$ cat src/ptrt_pkg.sv
package ptrt_pkg;

  localparam int TagW  = 32;
  localparam int CtxW  = 32;
  localparam int CodeW = 32;
  localparam int RespW = 4;
  localparam int PortW = 2;

  localparam int SlotsDefault = 8;
  localparam int PortsDefault = 4;

  localparam logic [RespW-1:0] ErrCodeReset = 4'd4;
  localparam logic [TagW-1:0]  TagFirst     = 32'd1;

  // Item opcodes.
  localparam logic OP_CMD = 1'b0;
  localparam logic OP_STS = 1'b1;

  // Result destinations.
  localparam logic DEST_DISPATCH = 1'b0;
  localparam logic DEST_STATUS   = 1'b1;

  typedef enum logic [1:0] {
    ST_IDLE,
    ST_SCAN,
    ST_FINISH
  } scan_state_e;

  typedef struct packed {
    logic [TagW-1:0]  tag;
    logic [CtxW-1:0]  ctx;
    logic [PortW-1:0] port;
  } slot_entry_t;

  // Busy-flag update for one slot; the slot index travels alongside.
  typedef struct packed {
    logic set;
    logic clr;
  } tbl_ctl_t;

  // Scan outcome, valid in the cycle the result is committed.
  typedef struct packed {
    logic commit;
    logic hit;
  } scan_res_t;

endpackage

$ cat src/ptrt_slot_table.sv
module ptrt_slot_table import ptrt_pkg::*; #(
  parameter int SLOTS = SlotsDefault,
  parameter int IdxW  = (SLOTS > 1) ? $clog2(SLOTS) : 1
) (
  input  logic            clk_i,
  input  logic            rst_ni,
  input  tbl_ctl_t        ctl_i,
  input  logic [IdxW-1:0] wr_idx_i,
  input  slot_entry_t     wr_entry_i,
  input  logic [IdxW-1:0] rd_idx_i,
  output slot_entry_t     rd_entry_o,
  output logic            rd_busy_o
);

  slot_entry_t slot_mem_q [SLOTS];
  slot_entry_t rd_entry_q;
  logic [SLOTS-1:0] busy_q, busy_d;
  logic rd_busy_q;

  // Entry contents are only meaningful while the slot's busy flag is set.
  always_ff @(posedge clk_i) begin
    if (ctl_i.set) begin
      slot_mem_q[wr_idx_i] <= wr_entry_i;
    end
    rd_entry_q <= slot_mem_q[rd_idx_i];
  end

  always_comb begin
    busy_d = busy_q;
    if (ctl_i.set) begin
      busy_d[wr_idx_i] = 1'b1;
    end else if (ctl_i.clr) begin
      busy_d[wr_idx_i] = 1'b0;
    end
  end

  always_ff @(posedge clk_i or negedge rst_ni) begin
    if (!rst_ni) begin
      busy_q    <= '0;
      rd_busy_q <= 1'b0;
    end else begin
      busy_q    <= busy_d;
      rd_busy_q <= busy_q[rd_idx_i];
    end
  end

  assign rd_entry_o = rd_entry_q;
  assign rd_busy_o  = rd_busy_q;

endmodule

$ cat src/ptrt_scan_ctrl.sv
module ptrt_scan_ctrl import ptrt_pkg::*; #(
  parameter int SLOTS = SlotsDefault,
  parameter int IdxW  = (SLOTS > 1) ? $clog2(SLOTS) : 1
) (
  input  logic            clk_i,
  input  logic            rst_ni,
  input  logic            start_i,
  input  logic            op_i,
  input  logic [TagW-1:0] key_i,
  input  slot_entry_t     rd_entry_i,
  input  logic            rd_busy_i,
  input  logic            out_free_i,
  output logic [IdxW-1:0] rd_idx_o,
  output logic            busy_o,
  output scan_res_t       res_o,
  output logic [IdxW-1:0] hit_idx_o,
  output slot_entry_t     hit_entry_o
);

  localparam logic [IdxW-1:0] LastIdx = IdxW'(SLOTS - 1);

  scan_state_e state_q, state_d;
  logic [IdxW-1:0] addr_q, addr_d;
  logic issue_q, issue_d;
  logic cmp_vld_q, cmp_vld_d;
  logic [IdxW-1:0] cmp_idx_q, cmp_idx_d;
  logic hit_q, hit_d;
  logic [IdxW-1:0] hit_idx_q, hit_idx_d;
  slot_entry_t hit_entry_q, hit_entry_d;
  logic match, last, scan_end;

  // A command wants a free slot; a status wants a busy slot with its tag.
  assign match = cmp_vld_q &&
                 ((op_i == OP_CMD) ? !rd_busy_i : (rd_busy_i && (rd_entry_i.tag == key_i)));
  assign last     = cmp_vld_q && (cmp_idx_q == LastIdx);
  assign scan_end = match || last;

  always_comb begin
    state_d = state_q;
    case (state_q)
      ST_IDLE: begin
        if (start_i) begin
          state_d = ST_SCAN;
        end
      end
      ST_SCAN: begin
        if (scan_end) begin
          state_d = ST_FINISH;
        end
      end
      ST_FINISH: begin
        if (out_free_i) begin
          state_d = ST_IDLE;
        end
      end
      default: state_d = ST_IDLE;
    endcase
  end

  always_comb begin
    busy_o     = (state_q != ST_IDLE);
    res_o.commit = (state_q == ST_FINISH) && out_free_i;
    res_o.hit  = hit_q;
  end

  // The compare sees each address in the cycle after it is issued, because the
  // table read data is registered.
  always_comb begin
    addr_d      = addr_q;
    issue_d     = issue_q;
    cmp_vld_d   = 1'b0;
    cmp_idx_d   = addr_q;
    hit_d       = hit_q;
    hit_idx_d   = hit_idx_q;
    hit_entry_d = hit_entry_q;
    if (state_q == ST_IDLE) begin
      addr_d  = '0;
      issue_d = start_i;
    end else if (state_q == ST_SCAN) begin
      if (scan_end) begin
        issue_d     = 1'b0;
        hit_d       = match;
        hit_idx_d   = cmp_idx_q;
        hit_entry_d = rd_entry_i;
      end else begin
        cmp_vld_d = issue_q;
        if (issue_q) begin
          if (addr_q == LastIdx) begin
            issue_d = 1'b0;
          end else begin
            addr_d = addr_q + IdxW'(1);
          end
        end
      end
    end
  end

  always_ff @(posedge clk_i or negedge rst_ni) begin
    if (!rst_ni) begin
      state_q   <= ST_IDLE;
      addr_q    <= '0;
      issue_q   <= 1'b0;
      cmp_vld_q <= 1'b0;
      cmp_idx_q <= '0;
      hit_q     <= 1'b0;
      hit_idx_q <= '0;
    end else begin
      state_q   <= state_d;
      addr_q    <= addr_d;
      issue_q   <= issue_d;
      cmp_vld_q <= cmp_vld_d;
      cmp_idx_q <= cmp_idx_d;
      hit_q     <= hit_d;
      hit_idx_q <= hit_idx_d;
    end
  end

  always_ff @(posedge clk_i) begin
    hit_entry_q <= hit_entry_d;
  end

  assign rd_idx_o    = addr_q;
  assign hit_idx_o   = hit_idx_q;
  assign hit_entry_o = hit_entry_q;

endmodule

$ cat src/pending_tag_remap_table.sv
// A result is registered once its slot scan has ended and the output is free;
// the slot scan visits one table entry per cycle through a single read port.
// Items are handled one at a time: a new item is taken only after the last
// result is committed, which waits while the output stalls and a result is held.
// Reset: all slots free, tag counter at 1, error code 4; no clearing pass.
module pending_tag_remap_table import ptrt_pkg::*; #(
  parameter int SLOTS = SlotsDefault,
  parameter int PORTS = PortsDefault
) (
  input  logic             clk_i,
  input  logic             rst_ni,
  input  logic             cfg_we_i,
  input  logic [RespW-1:0] cfg_wdata_i,
  input  logic             in_valid_i,
  output logic             in_stall_o,
  input  logic             opcode_i,
  input  logic [PortW-1:0] port_index_i,
  input  logic [CtxW-1:0]  context_value_i,
  input  logic [CodeW-1:0] command_code_i,
  input  logic [RespW-1:0] response_code_i,
  output logic             out_valid_o,
  input  logic             out_stall_i,
  output logic             destination_o,
  output logic [PortW-1:0] out_port_o,
  output logic [CtxW-1:0]  out_context_o,
  output logic [CodeW-1:0] out_code_o,
  output logic [RespW-1:0] out_response_o
);

  localparam int IdxW = (SLOTS > 1) ? $clog2(SLOTS) : 1;

  logic [RespW-1:0] err_code_q;
  logic [TagW-1:0]  next_tag_q, next_tag_d, tag_inc;

  logic             op_q;
  logic [PortW-1:0] port_q, port_red;
  logic [CtxW-1:0]  ctx_q;
  logic [CodeW-1:0] code_q;
  logic [RespW-1:0] resp_q;

  logic             in_accept, out_free, scan_busy;
  tbl_ctl_t         tbl_ctl;
  slot_entry_t      wr_entry, rd_entry, hit_entry;
  logic             rd_busy;
  logic [IdxW-1:0]  rd_idx, hit_idx;
  scan_res_t        scan_res;

  logic             out_valid_q, out_valid_d;
  logic             dest_q, dest_d;
  logic [PortW-1:0] oport_q, oport_d;
  logic [CtxW-1:0]  octx_q, octx_d;
  logic [CodeW-1:0] ocode_q;
  logic [RespW-1:0] oresp_q, oresp_d;

  assign in_stall_o = scan_busy;
  assign in_accept  = in_valid_i && !in_stall_o;
  assign out_free   = !out_valid_q || !out_stall_i;

  // Fold a port number beyond the port count back into range.
  always_comb begin
    port_red = port_index_i;
    for (int k = 0; k < 4; k++) begin
      if (int'(port_red) >= PORTS) begin
        port_red = PortW'(int'(port_red) - PORTS);
      end
    end
  end

  always_ff @(posedge clk_i) begin
    if (in_accept) begin
      op_q   <= opcode_i;
      port_q <= port_red;
      ctx_q  <= context_value_i;
      code_q <= command_code_i;
      resp_q <= response_code_i;
    end
  end

  always_ff @(posedge clk_i or negedge rst_ni) begin
    if (!rst_ni) begin
      err_code_q <= ErrCodeReset;
    end else if (cfg_we_i) begin
      err_code_q <= cfg_wdata_i;
    end
  end

  ptrt_scan_ctrl #(
    .SLOTS (SLOTS),
    .IdxW  (IdxW)
  ) u_scan (
    .clk_i       (clk_i),
    .rst_ni      (rst_ni),
    .start_i     (in_accept),
    .op_i        (op_q),
    .key_i       (ctx_q),
    .rd_entry_i  (rd_entry),
    .rd_busy_i   (rd_busy),
    .out_free_i  (out_free),
    .rd_idx_o    (rd_idx),
    .busy_o      (scan_busy),
    .res_o       (scan_res),
    .hit_idx_o   (hit_idx),
    .hit_entry_o (hit_entry)
  );

  always_comb begin
    tbl_ctl.set    = scan_res.commit && scan_res.hit && (op_q == OP_CMD);
    tbl_ctl.clr    = scan_res.commit && scan_res.hit && (op_q == OP_STS);
    wr_entry.tag   = next_tag_q;
    wr_entry.ctx   = ctx_q;
    wr_entry.port  = port_q;
  end

  ptrt_slot_table #(
    .SLOTS (SLOTS),
    .IdxW  (IdxW)
  ) u_table (
    .clk_i      (clk_i),
    .rst_ni     (rst_ni),
    .ctl_i      (tbl_ctl),
    .wr_idx_i   (hit_idx),
    .wr_entry_i (wr_entry),
    .rd_idx_i   (rd_idx),
    .rd_entry_o (rd_entry),
    .rd_busy_o  (rd_busy)
  );

  // The tag counter wraps past zero straight to one.
  assign tag_inc = next_tag_q + TagW'(1);
  always_comb begin
    next_tag_d = next_tag_q;
    if (tbl_ctl.set) begin
      next_tag_d = (tag_inc == '0) ? TagFirst : tag_inc;
    end
  end

  always_ff @(posedge clk_i or negedge rst_ni) begin
    if (!rst_ni) begin
      next_tag_q <= TagFirst;
    end else begin
      next_tag_q <= next_tag_d;
    end
  end

  always_comb begin
    dest_d  = DEST_STATUS;
    oport_d = '0;
    octx_d  = ctx_q;
    oresp_d = resp_q;
    if (op_q == OP_CMD) begin
      if (scan_res.hit) begin
        dest_d  = DEST_DISPATCH;
        octx_d  = next_tag_q;
        oresp_d = '0;
      end else begin
        oport_d = port_q;
        oresp_d = err_code_q;
      end
    end else if (scan_res.hit) begin
      oport_d = hit_entry.port;
      octx_d  = hit_entry.ctx;
    end
  end

  always_comb begin
    out_valid_d = out_valid_q && out_stall_i;
    if (scan_res.commit) begin
      out_valid_d = 1'b1;
    end
  end

  always_ff @(posedge clk_i or negedge rst_ni) begin
    if (!rst_ni) begin
      out_valid_q <= 1'b0;
    end else begin
      out_valid_q <= out_valid_d;
    end
  end

  always_ff @(posedge clk_i) begin
    if (scan_res.commit) begin
      dest_q  <= dest_d;
      oport_q <= oport_d;
      octx_q  <= octx_d;
      ocode_q <= code_q;
      oresp_q <= oresp_d;
    end
  end

  assign out_valid_o    = out_valid_q;
  assign destination_o  = dest_q;
  assign out_port_o     = oport_q;
  assign out_context_o  = octx_q;
  assign out_code_o     = ocode_q;
  assign out_response_o = oresp_q;

  a_busy_after_accept: assert property (@(posedge clk_i) disable iff (!rst_ni)
    in_accept |=> in_stall_o)
    else $error("scan sequencer did not go busy after an accepted beat");

  a_out_from_commit: assert property (@(posedge clk_i) disable iff (!rst_ni)
    $rose(out_valid_o) |-> $past(scan_res.commit))
    else $error("result appeared without a committed scan");

  a_tag_nonzero: assert property (@(posedge clk_i) disable iff (!rst_ni)
    next_tag_q != '0)
    else $error("tag counter reached zero");

  a_dispatch_tag: assert property (@(posedge clk_i) disable iff (!rst_ni)
    (out_valid_o && (destination_o == DEST_DISPATCH)) |-> (out_context_o != '0))
    else $error("dispatched command carries tag zero");

endmodule

$ cat config.mk
export PLATFORM = sky130hd
export DESIGN_NAME = pending_tag_remap_table
export DESIGN_NICKNAME = d
export VERILOG_FILES = /design/src/ptrt_pkg.sv /design/src/ptrt_slot_table.sv /design/src/ptrt_scan_ctrl.sv /design/src/pending_tag_remap_table.sv
export SDC_FILE = /design/constraint.sdc
export NUM_CORES = 1
export LEC_CHECK = 0
export ABC_AREA = 1
export BUFFER_PORTS_ARGS = -buffer_cell sky130_fd_sc_hd__buf_2
export CAP_MARGIN = 20
export CORE_MARGIN = 2
export CORE_UTILIZATION = 65
export CTS_BUF_LIST = sky130_fd_sc_hd__clkbuf_8
export CTS_CLUSTER_DIAMETER = 50
export DETAILED_ROUTE_END_ITERATION = 6
export PLACE_DENSITY_LB_ADDON = 0.2
export SLEW_MARGIN = 0
export SYNTH_ARGS = -nofsm -noshare
export SYNTH_HDL_FRONTEND = slang
export SYNTH_SLANG_ARGS = --single-unit
$ cat constraint.sdc
create_clock -name clk_i -period 16.1 [get_ports clk_i]
set_input_delay 3.22 -clock clk_i [delete_from_list [all_inputs] [get_ports clk_i]]
set_output_delay 3.22 -clock clk_i [all_outputs]
set_load 0.005 [all_outputs]
* After elaboration in Yosys (flattened, before gate mapping) *
Memories as Yosys holds them, arrays and structs flattened. A register that Yosys moved wholly into a read port is not among the register bits.
Cells that the tools add are included.

storage, ports and cells
  flip-flop bits (word level) = 236
  RAM bits = 528
  bits of input ports = 80
  output and inout port bits = 73
  word-level logic and storage cells = 107
  memories = 1

memories
  memory              depth  width  rd ports  clocked after Yosys merged registers in  wr ports  RTL line               source
  u_table.slot_mem_q  8      66     1         1                                        1         ptrt_slot_table.sv:15  slot_entry_t slot_mem_q [SLOTS];

operators by class
  add/sub/neg operators = 2
  magnitude comparators = 3
  eq/ne operators = 10
  muxes and demuxes = 37
  bitwise operators = 5
  reductions and logical operators = 25

operator list
  cell                     number
  $mux W32                 4
  $add A32 B1 Y32 const B  1
  $eq A32 B32 Y1           1
  $logic_not A32 Y1        1
  $mux W8                  2
  $mux W1                  15
  $mux W3                  5
  $mux W2                  6
  $logic_and A1 B1 Y1      10
  $and A8 B8 Y8            1
  $lt A3 B4 Y1 const B     2
  $mux W4                  2
  $ne A2 B1 Y1 const B     4
  $not A8 Y8               1
  $or A8 B8 Y8             1
  $reduce_bool A2 Y1       4
  $eq A3 B3 Y1 const B     2
  $pmux W2 S3              1
  $reduce_and A3 Y1        2
  $logic_not A1 Y1         4
  $reduce_and A4 Y1        1
  $add A3 B1 Y3 const B    1
  $bmux W1 S3              1
  $demux W1 S3             1
  7 further kinds          9

* Logic depth before layout (Yosys ltp) *
Gate-level depths: netlist of the first run.

  depth after elaboration = 8
  mapped depth = 16
  depth with buffers taken out = 16

* Modules after synthesis *
A second synthesis of the first run with hierarchy kept.

second synthesis, totals
  cells, all modules = 3345
  area total of the unflattened synthesis = 35383.9 µm²

by module, submodules not included
  module                   instances  cells each  area an instance (µm²)  seq. area each (µm²)
  ptrt_slot_table          1          2424        24821.3                 17401.7
  pending_tag_remap_table  1          657         7402.1                  5192.5
  ptrt_scan_ctrl           1          264         3160.5                  2332.2

* Worst setup path before layout of the first run *
No wires, ideal clock.

  path type = input to register
  from = input out_stall_i
  to = memory u_table.slot_mem_q[0][0] in the netlist's numbering, enable pin
  library setup time = 0.490 ns
  arrival time = 8.423 ns
  data required time = 15.610 ns
  setup slack = 7.187 ns
  stages = 6
  path buffers = 0
  path through = nand2_1 -> and3_1 -> nand2_1 -> nor2_1 -> nand2_1 -> nor2_1

RTL lines
  element             RTL line                       source
  start: declaration  pending_tag_remap_table.sv:22  input logic out_stall_i,
  end: declaration    ptrt_slot_table.sv:15

==> qor.log, run 1 <==
[status] outcome complete, but fails checks
[status] violated checks design-rule violations
[logic_synthesis] count of synthesis-stage warnings from yosys 0
[critical_path] CP Launch Type input port
[final_layout] antenna diode instance count 0
[global_route] global route hottest layer met2
[floorplan] vertical die dimension 224 um
[placement] post-detail-place hpwl 41600 um
[global_route] initial antenna violation count 1
[logic_synthesis] asr flop ratio synth 7.23%
[global_route] Overall Global Routing Usage 30.2%
[sta] Final Skew 53.3 ps
[sta] number of hold-slack violations in the final timing report 0
[critical_path] crit-path max cell delay 750 ps
[critical_path] reg-to-reg critical path startpoint op_q$_DFFE_PP_
[floorplan] IO Pins 153
[critical_path] cell repeated most along the worst path nand2_1
[logic_synthesis] sequential share of the synthesized area 76.1%
[detailed_routing] final WL 74300 um
[logic_synthesis] unique cell type count in the Yosys netlist 36
[critical_path] endpoint required time on the critical path 16490 ps
[final_layout] fraction of final layout cells sized beyond drive strength 1 14.3%
[logic_synthesis] cell accounting for the most synthesized area edfxtp_1
[logic_synthesis] top cells by count, synth edfxtp_1 (704), nor2_1 (565), o21ai_0 (381)
[sta] endpoints failing setup 0
[power] worst vdd ir 0.0000724 V
[critical_path] FF-to-FF End u_scan.hit_entry_o[26]$_DFFE_PP_
[logic_synthesis] dominant cell by count in the synthesized netlist edfxtp_1
[sta] clock period minus worst slack 5400 ps
[worst_hold_path] hold_sp code_q[5]$_DFFE_PP_
[logic_synthesis] Synth Net Count 2588
[detailed_routing] DR WL/cell 21.8 um
[clock_tree] root buf cell clkbuf_8
[clock_tree] buffer depth of the longest clock path 3
[final_layout] area of the multi-input gates 6720 um^2
[sta] final slew viol count 0
[detailed_routing] DRC violation total after the first TritonRoute iteration 2593
[clock_tree] CTS tree built
[final_layout] non-filler cells, final 3416
[logic_synthesis] Post-Synthesis Cell Area 31500 um^2
[logic_synthesis] post-synthesis register bit count 830
[clock_tree] cts repair resizes 0
[detailed_routing] detailed-route via count 20500
[critical_path] Arr. time, crit path 5790 ps
[critical_path] kind of capture point of the worst setup path flop
[floorplan] starting density of the core 65.9%
[global_route] met2 Track Usage GR 47.4%
[final_layout] Post-layout nets 2778
[floorplan] horizontal die dimension 224 um
[final_layout] signed area change from the synthesized netlist to the final layout 12.5%
[global_route] vias in the first global route 20200
[placement] gpl congestion 0.860
[clock_tree] Clock H-tree levels 4
[clock_tree] total CTS buffers 130
[global_route] first-pass GRT wire length 113000 um
[critical_path] maximum fanout encountered on the critical timing path 44
[clock_tree] TritonCTS Sinks 830
[floorplan] row count 80
[logic_synthesis] primary flip-flop cell chosen by synthesis mapping edfxtp_1
[logic_synthesis] synthesized area divided by synthesized cell count 12.6 um^2
[clock_tree] CTS clock-pin slew for the worst setup and hold paths 60 ps
[critical_path] worst reg-to-reg path cell count 8
[floorplan] floorplan die area 50200 um^2
[worst_hold_path] hold crit path type reg2reg
[critical_path] slack of the worst reg-to-reg path 12220 ps
[global_route] GRT met3 Usage 6.83%
[worst_hold_path] Hold Path Sink out_code_o[5]$_DFFE_PP_
[power] leakage power of the design 12.9 nW
[clock_tree] insertion delay to the later sink of the worst-skew pair 790 ps
[logic_synthesis] top post-synthesis cells by area edfxtp_1 (67%), nor2_1 (6.7%), o21ai_0 (6.1%), dfrtp_1 (4.6%), dfxtp_1 (4.2%)
[critical_path] sequence of cells on the critical path buf_2, nand2_1, and3_4, nand2_1, nor2_1, nand2_1, nor2_4, buf_4
[sta] Worst-Margin Slew 1120 ps
[global_route] final global-route overflow total 0
[flow_run] max capacitance violation total 0
[floorplan] Core Area 47700 um^2
[clock_tree] count of hold-fix buffers inserted at cts 0
[detailed_routing] first-pass iteration count of the detailed router 7
[worst_hold_path] Cells on Worst Hold Path 0
[sta] normalized max-slew margin 25.4%
[clock_tree] count of buffers added by post-CTS timing repair for setup 0
[logic_synthesis] post-synth top area share 67.2%
[critical_path] library cell contributing the largest single delay on the critical path buf_4
[power] power density over the cells 156 nW/um^2
[detailed_routing] average vias per placed instance 6.00
[sta] final clock period utilization by the worst path 33.5%
[sta] peak clock frequency supported by timing 185 MHz
[placement] Port Buffers 152
[critical_path] category of the most critical setup path in2reg
[final_layout] total of fill cells in the finished design 3017
[global_route] routing usage on met1 42.2%
[sta] total negative slack for setup checks 0 ps
[detailed_routing] DRC Markers 1
[placement] dpl cells 3175
[detailed_routing] Antenna Nets Post-Route 0
[logic_synthesis] count of flip-flops with a built-in enable after synthesis 704
[global_route] largest net degree at the start of global routing 111
[logic_synthesis] Synth Instances 2505
[sta] RSZ-0062 raised after global routing false
[final_layout] area taken by flip-flops and latches 24000 um^2
[flip-flops by register name (all words and copies together), names as in the netlist, 32 cells and up, named ones only]
name,cells
out_context_o,32
code_q,32
u_table.rd_entry_o,66
out_code_o,32
u_table.slot_mem_q,528
ctx_q,32
u_scan.hit_entry_o,34
next_tag_q,32
[power by group]
part           switching, mW  leakage (nW)  internal (mW)  total, mW
registers              0.169          7.62           2.59       2.76
clock network          0.815          1.49          0.889       1.70
logic                  0.748          3.80          0.314       1.06
[kinds of logic (layout without fill, tap and decap cells)]
family	count (synthesis)	in the layout	synth area share [%]
simple gates	888	888	11.2
flops	830	830	76.1
compound gates	541	541	9.16
buf+inv	221	517	2.74
xor+xnor	22	22	0.612
fa+ha+maj	3	3	0.119
[per-stage QoR]
stage / hold slack (ps) / power, mW / instance area, um^2 / worst slack [ps] / utilization, %
after CTS: 401 / 5.52 / 35300 / 10630 / 74.0
after global placement: 386 / 3.78 / 32800 / 9880 / 68.7
after floorplan: 373 / 3.46 / 31500 / 7190 / -
after global routing: 407 / 5.78 / 35400 / 10540 / 74.2
final: 394 / 5.52 / 35400 / 10700 / 74.2
after detailed placement: 389 / 3.83 / 32800 / 9780 / 68.7
[layout make-up]
cell class / instances / share of cell area [%]
Clock buffer: 146 / 5.67
Clock inverter: 92 / 1.48
Inverter: 97 / 1.06
Multi-Input combinational cell: 1454 / 19.0
Sequential cell: 830 / 67.7
Tap cell: 615 / 2.17
Timing Repair Buffer: 182 / 2.95
[cells in the final DEF, fill, tap and decap left out, types with 7 or more instances in the layout]
cell type    n
dfxtp_1     66
buf_2      152
clkbuf_8   146
o21ai_0    381
inv_1      146
xnor2_1     12
edfxtp_1   704
nor2_1     555
clkinv_1    10
xor2_1      10
nand2_2      7
nand2_1    247
a31oi_1     67
buf_4       26
nor2_4      14
dfrtp_1     56
nand3_1     31
o22ai_1     69
nor2_2       9
nand4_1     11
clkinv_2     8
a21oi_1     18
[metal layers]
| layer | wire length (um) | part of all wire, % |
|---|---|---|
| met1 | 30100 | 41 |
| met2 | 35800 | 48 |
| met3 | 6640 | 8.9 |
| met4 | 1720 | 2.3 |
| met5 | 13 | 0.017 |
[critical path: cells and delay by family]
family,cells,cell delay (ps)
buffers and inverters,2,850
and+or+nand+nor,6,1670
[worst max-delay path by stage]
| stage | cells after the start | startpoint | end |
|---|---|---|---|
| 2_1_floorplan | 6 | out_stall_i | u_table.slot_mem_q[0][0]$_DFFE_PP_ |
| 6_report | 8 | out_stall_i | u_table.slot_mem_q[4][46]$_DFFE_PP_ |
| 3_3_place_gp | 8 | out_stall_i | u_table.slot_mem_q[1][28]$_DFFE_PP_ |
| 4_1_cts | 8 | out_stall_i | u_table.slot_mem_q[6][26]$_DFFE_PP_ |
| 3_5_place_dp | 8 | out_stall_i | u_table.slot_mem_q[6][24]$_DFFE_PP_ |
| 5_1_grt | 8 | out_stall_i | u_table.slot_mem_q[4][46]$_DFFE_PP_ |
Note: power is estimated with default switching activity, not from simulation.
==> inputs of run 2 (changes only) <==
--- a/config.mk
+++ b/config.mk
@@ -9,7 +9,7 @@
 export BUFFER_PORTS_ARGS = -buffer_cell sky130_fd_sc_hd__buf_2
 export CAP_MARGIN = 20
 export CORE_MARGIN = 2
-export CORE_UTILIZATION = 65
+export CORE_UTILIZATION = 57
 export CTS_BUF_LIST = sky130_fd_sc_hd__clkbuf_8
 export CTS_CLUSTER_DIAMETER = 50
 export DETAILED_ROUTE_END_ITERATION = 6
==> constraint.sdc (replaced) <==
create_clock -name clk_i -period 4.8 [get_ports clk_i]
set_input_delay 0.96 -clock clk_i [delete_from_list [all_inputs] [get_ports clk_i]]
set_output_delay 0.96 -clock clk_i [all_outputs]
set_load 0.005 [all_outputs]
==> run 2 against run 1 <==
The run now ends clean. Sequential cell count stayed put. Sequential power grew to 3.4 times the previous value. Critical path depth is 6 higher. Count of clock-buffer cells in the layout is 9 higher. Utilization is 9.2 points lower. Cell count is 2.8% higher. Die area is 14% higher. Via count is 0.82% lower. Sequential share of layout area is 0.45 points lower. Global-route usage is 4.1 points lower. Critical endpoint is now u_scan.hit_entry_o[10]$_DFFE_PP_. Clock power grew to 3.3 times the previous value. First-iteration DRC count is 21% lower.
==> qor.log, run 2 (synthesis results as in run 1) <==
[detailed_routing] DR WL/cell 21.2 um
[power] overall power consumption 18.5 mW
[sta] endpoints failing setup 0
[clock_tree] CTS clock-pin slew for the worst setup and hold paths 60 ps
[placement] dpl cells 3269
[detailed_routing] first-pass iteration count of the detailed router 5
[sta] Worst-Margin Slew 1060 ps
[power] worst vdd ir 0.000467 V
[detailed_routing] detailed-route via count 20300
[final_layout] utilization of the core after routing 65.0%
[clock_tree] cts repair resizes 0
[final_layout] area taken by flip-flops and latches 24000 um^2
[clock_tree] buffer depth of the longest clock path 3
[power] internal power 12.7 mW
[floorplan] vertical die dimension 239 um
[clock_tree] root buf cell clkbuf_8
[sta] clock period minus worst slack 3030 ps
[final_layout] register containing the most flip-flops in the final layout u_table.slot_mem_q
[sta] Final Skew 34.5 ps
[global_route] first-pass GRT wire length 112000 um
[detailed_routing] DRC violation total after the first TritonRoute iteration 2040
[sta] number of hold-slack violations in the final timing report 0
[critical_path] category of the most critical setup path reg2reg
[power] power share of the combinational group 19.0%
[detailed_routing] Antenna Nets Post-Route 0
[floorplan] floorplan die area 57100 um^2
[final_layout] most frequent standard cell in the layout excluding fill and tap cells edfxtp_1
[final_layout] fraction of final layout cells sized beyond drive strength 1 14.3%
[flow_run] max capacitance violation total 0
[global_route] vias in the first global route 19600
[final_layout] flip-flop count of the largest register, all copies and words added 528
[critical_path] maximum fanout encountered on the critical timing path 36
[global_route] Overall Global Routing Usage 26.1%
[floorplan] Core Area 54900 um^2
[sta] total negative slack for setup checks 0 ps
[power] portion of total power attributed to the clock network 30.6%
[floorplan] row count 86
[detailed_routing] final WL 74400 um
[clock_tree] insertion delay to the later sink of the worst-skew pair 790 ps
[clock_tree] Clock H-tree levels 4
[placement] Port Buffers 152
[final_layout] total of fill cells in the finished design 4074
[power] Switching Share 31.1%
[floorplan] IO Pins 153
[placement] pre-CTS worst setup slack 1540 ps
[clock_tree] total CTS buffers 132
[power] sequential group share of total power 50.4%
[global_route] met2 Track Usage GR 40.8%
[global_route] routing usage on met1 36.8%
[placement] post-detail-place hpwl 41800 um
[sta] peak clock frequency supported by timing 330 MHz
[worst_hold_path] hold crit path type in2reg
[final_layout] signed area change from the synthesized netlist to the final layout 13.3%
[critical_path] kind of capture point of the worst setup path flop
[final_layout] area of all placed cells without fillers 35700 um^2
[final_layout] non-filler cells, final 3513
[power] power density over the cells 519 nW/um^2
[critical_path] Arr. time, crit path 3430 ps
[final_layout] Post-layout nets 2784
[global_route] final global-route overflow total 0
[sta] RSZ-0062 raised after global routing false
[global_route] largest net degree at the start of global routing 214
[sta] final clock period utilization by the worst path 63.1%
[sta] final slew viol count 0
[critical_path] endpoint required time on the critical path 5200 ps
[floorplan] horizontal die dimension 239 um
[power] net switching component of the power 5.76 mW
[detailed_routing] average vias per placed instance 5.78
[placement] area after detailed placement 33100 um^2
[status] outcome finished clean
[global_route] global route hottest layer met2
[final_layout] area of the multi-input gates 6720 um^2
[floorplan] starting density of the core 57.4%
[final_layout] commonest cells after routing, fill and taps aside edfxtp_1 (704), nor2_1 (555), o21ai_0 (381)
[detailed_routing] DRC Markers 0
[power] leakage power of the design 13.0 nW
[clock_tree] TritonCTS Sinks 830
[placement] gpl congestion 0.847
[sta] Setup WS post-layout 1770 ps
[clock_tree] CTS tree built
[critical_path] CP Launch Type flop
[final_layout] antenna diode instance count 0
[sta] worst hold margin 348 ps
[global_route] initial antenna violation count 1
[sta] normalized max-slew margin 29.3%
[global_route] GRT met3 Usage 5.25%
## run 2: cell count changes in the layout (fill, tap and decap cells not counted), moves of 3 or more
cell / change
buf_12: +8
buf_4: -4
clkbuf_8: +9
clkinv_1: +3
clkinv_2: -3
## run 2: critical path: stages (launching register included)
cell and delay (ps):
edfxtp_1 520, inv_1 150, nor2_1 50, nor2_1 100, nand3_1 130, nor2_1 130
nand2_1 110, nor2_1 140, nand2_1 170, nand2_1 130, nand2_1 110, nand2_1 80
nand2_1 140, clkinv_1 100, buf_4 550
## run 2: power groups by stage
stage               combinational, mW  clock [mW]  sequential (mW)
detailed placement               3.47           0             9.45
global placement                 3.39           0             9.43
global route                     3.92        6.06             9.39
finish                           3.51        5.67             9.33
CTS                              3.49        5.76             9.32
floorplan                        2.51           0             9.11
## run 2: area by class of cell
class                      instances  area share [%]
clock inverter                    87            1.15
timing repair buffer             186            3.24
clock buffer                     155            5.98
tap                              704            2.47
inverter                          97            1.06
sequential                       830            67.2
multi-input combinational       1454            18.9
## run 2: metal layers
layer	up-vias	routed length [um]
li1	9279	-
met1	10000	31100
met2	907	35500
met3	108	6180
met4	0	1650
met5	-	0
## run 2: final timing paths
path | slack (ps) | startpoint | cells after the start | to
min in group asynchronous | 560 | rst_ni | 2 | err_code_q[1]$_DFFE_PN0P_
hold / removal | 350 | context_value_i[16] | 1 | ctx_q[16]$_DFFE_PP_
setup reg to reg | 1770 | ctx_q[31]$_DFFE_PP_ | 14 | u_scan.hit_entry_o[10]$_DFFE_PP_
hold reg to reg | 400 | u_table.rd_entry_o[32]$_DFF_P_ | 0 | u_scan.hit_entry_o[32]$_DFFE_PP_
max in group asynchronous | 3460 | rst_ni | 4 | u_scan.hit_q$_DFFE_PN0P_
setup / recovery | 1770 | ctx_q[31]$_DFFE_PP_ | 14 | u_scan.hit_entry_o[10]$_DFFE_PP_
## run 2: timing repair
item,4_1_cts,5_1_grt
endpoints found under the hold margin,0,2
setup buffers,0,0
hold buffers,0,1
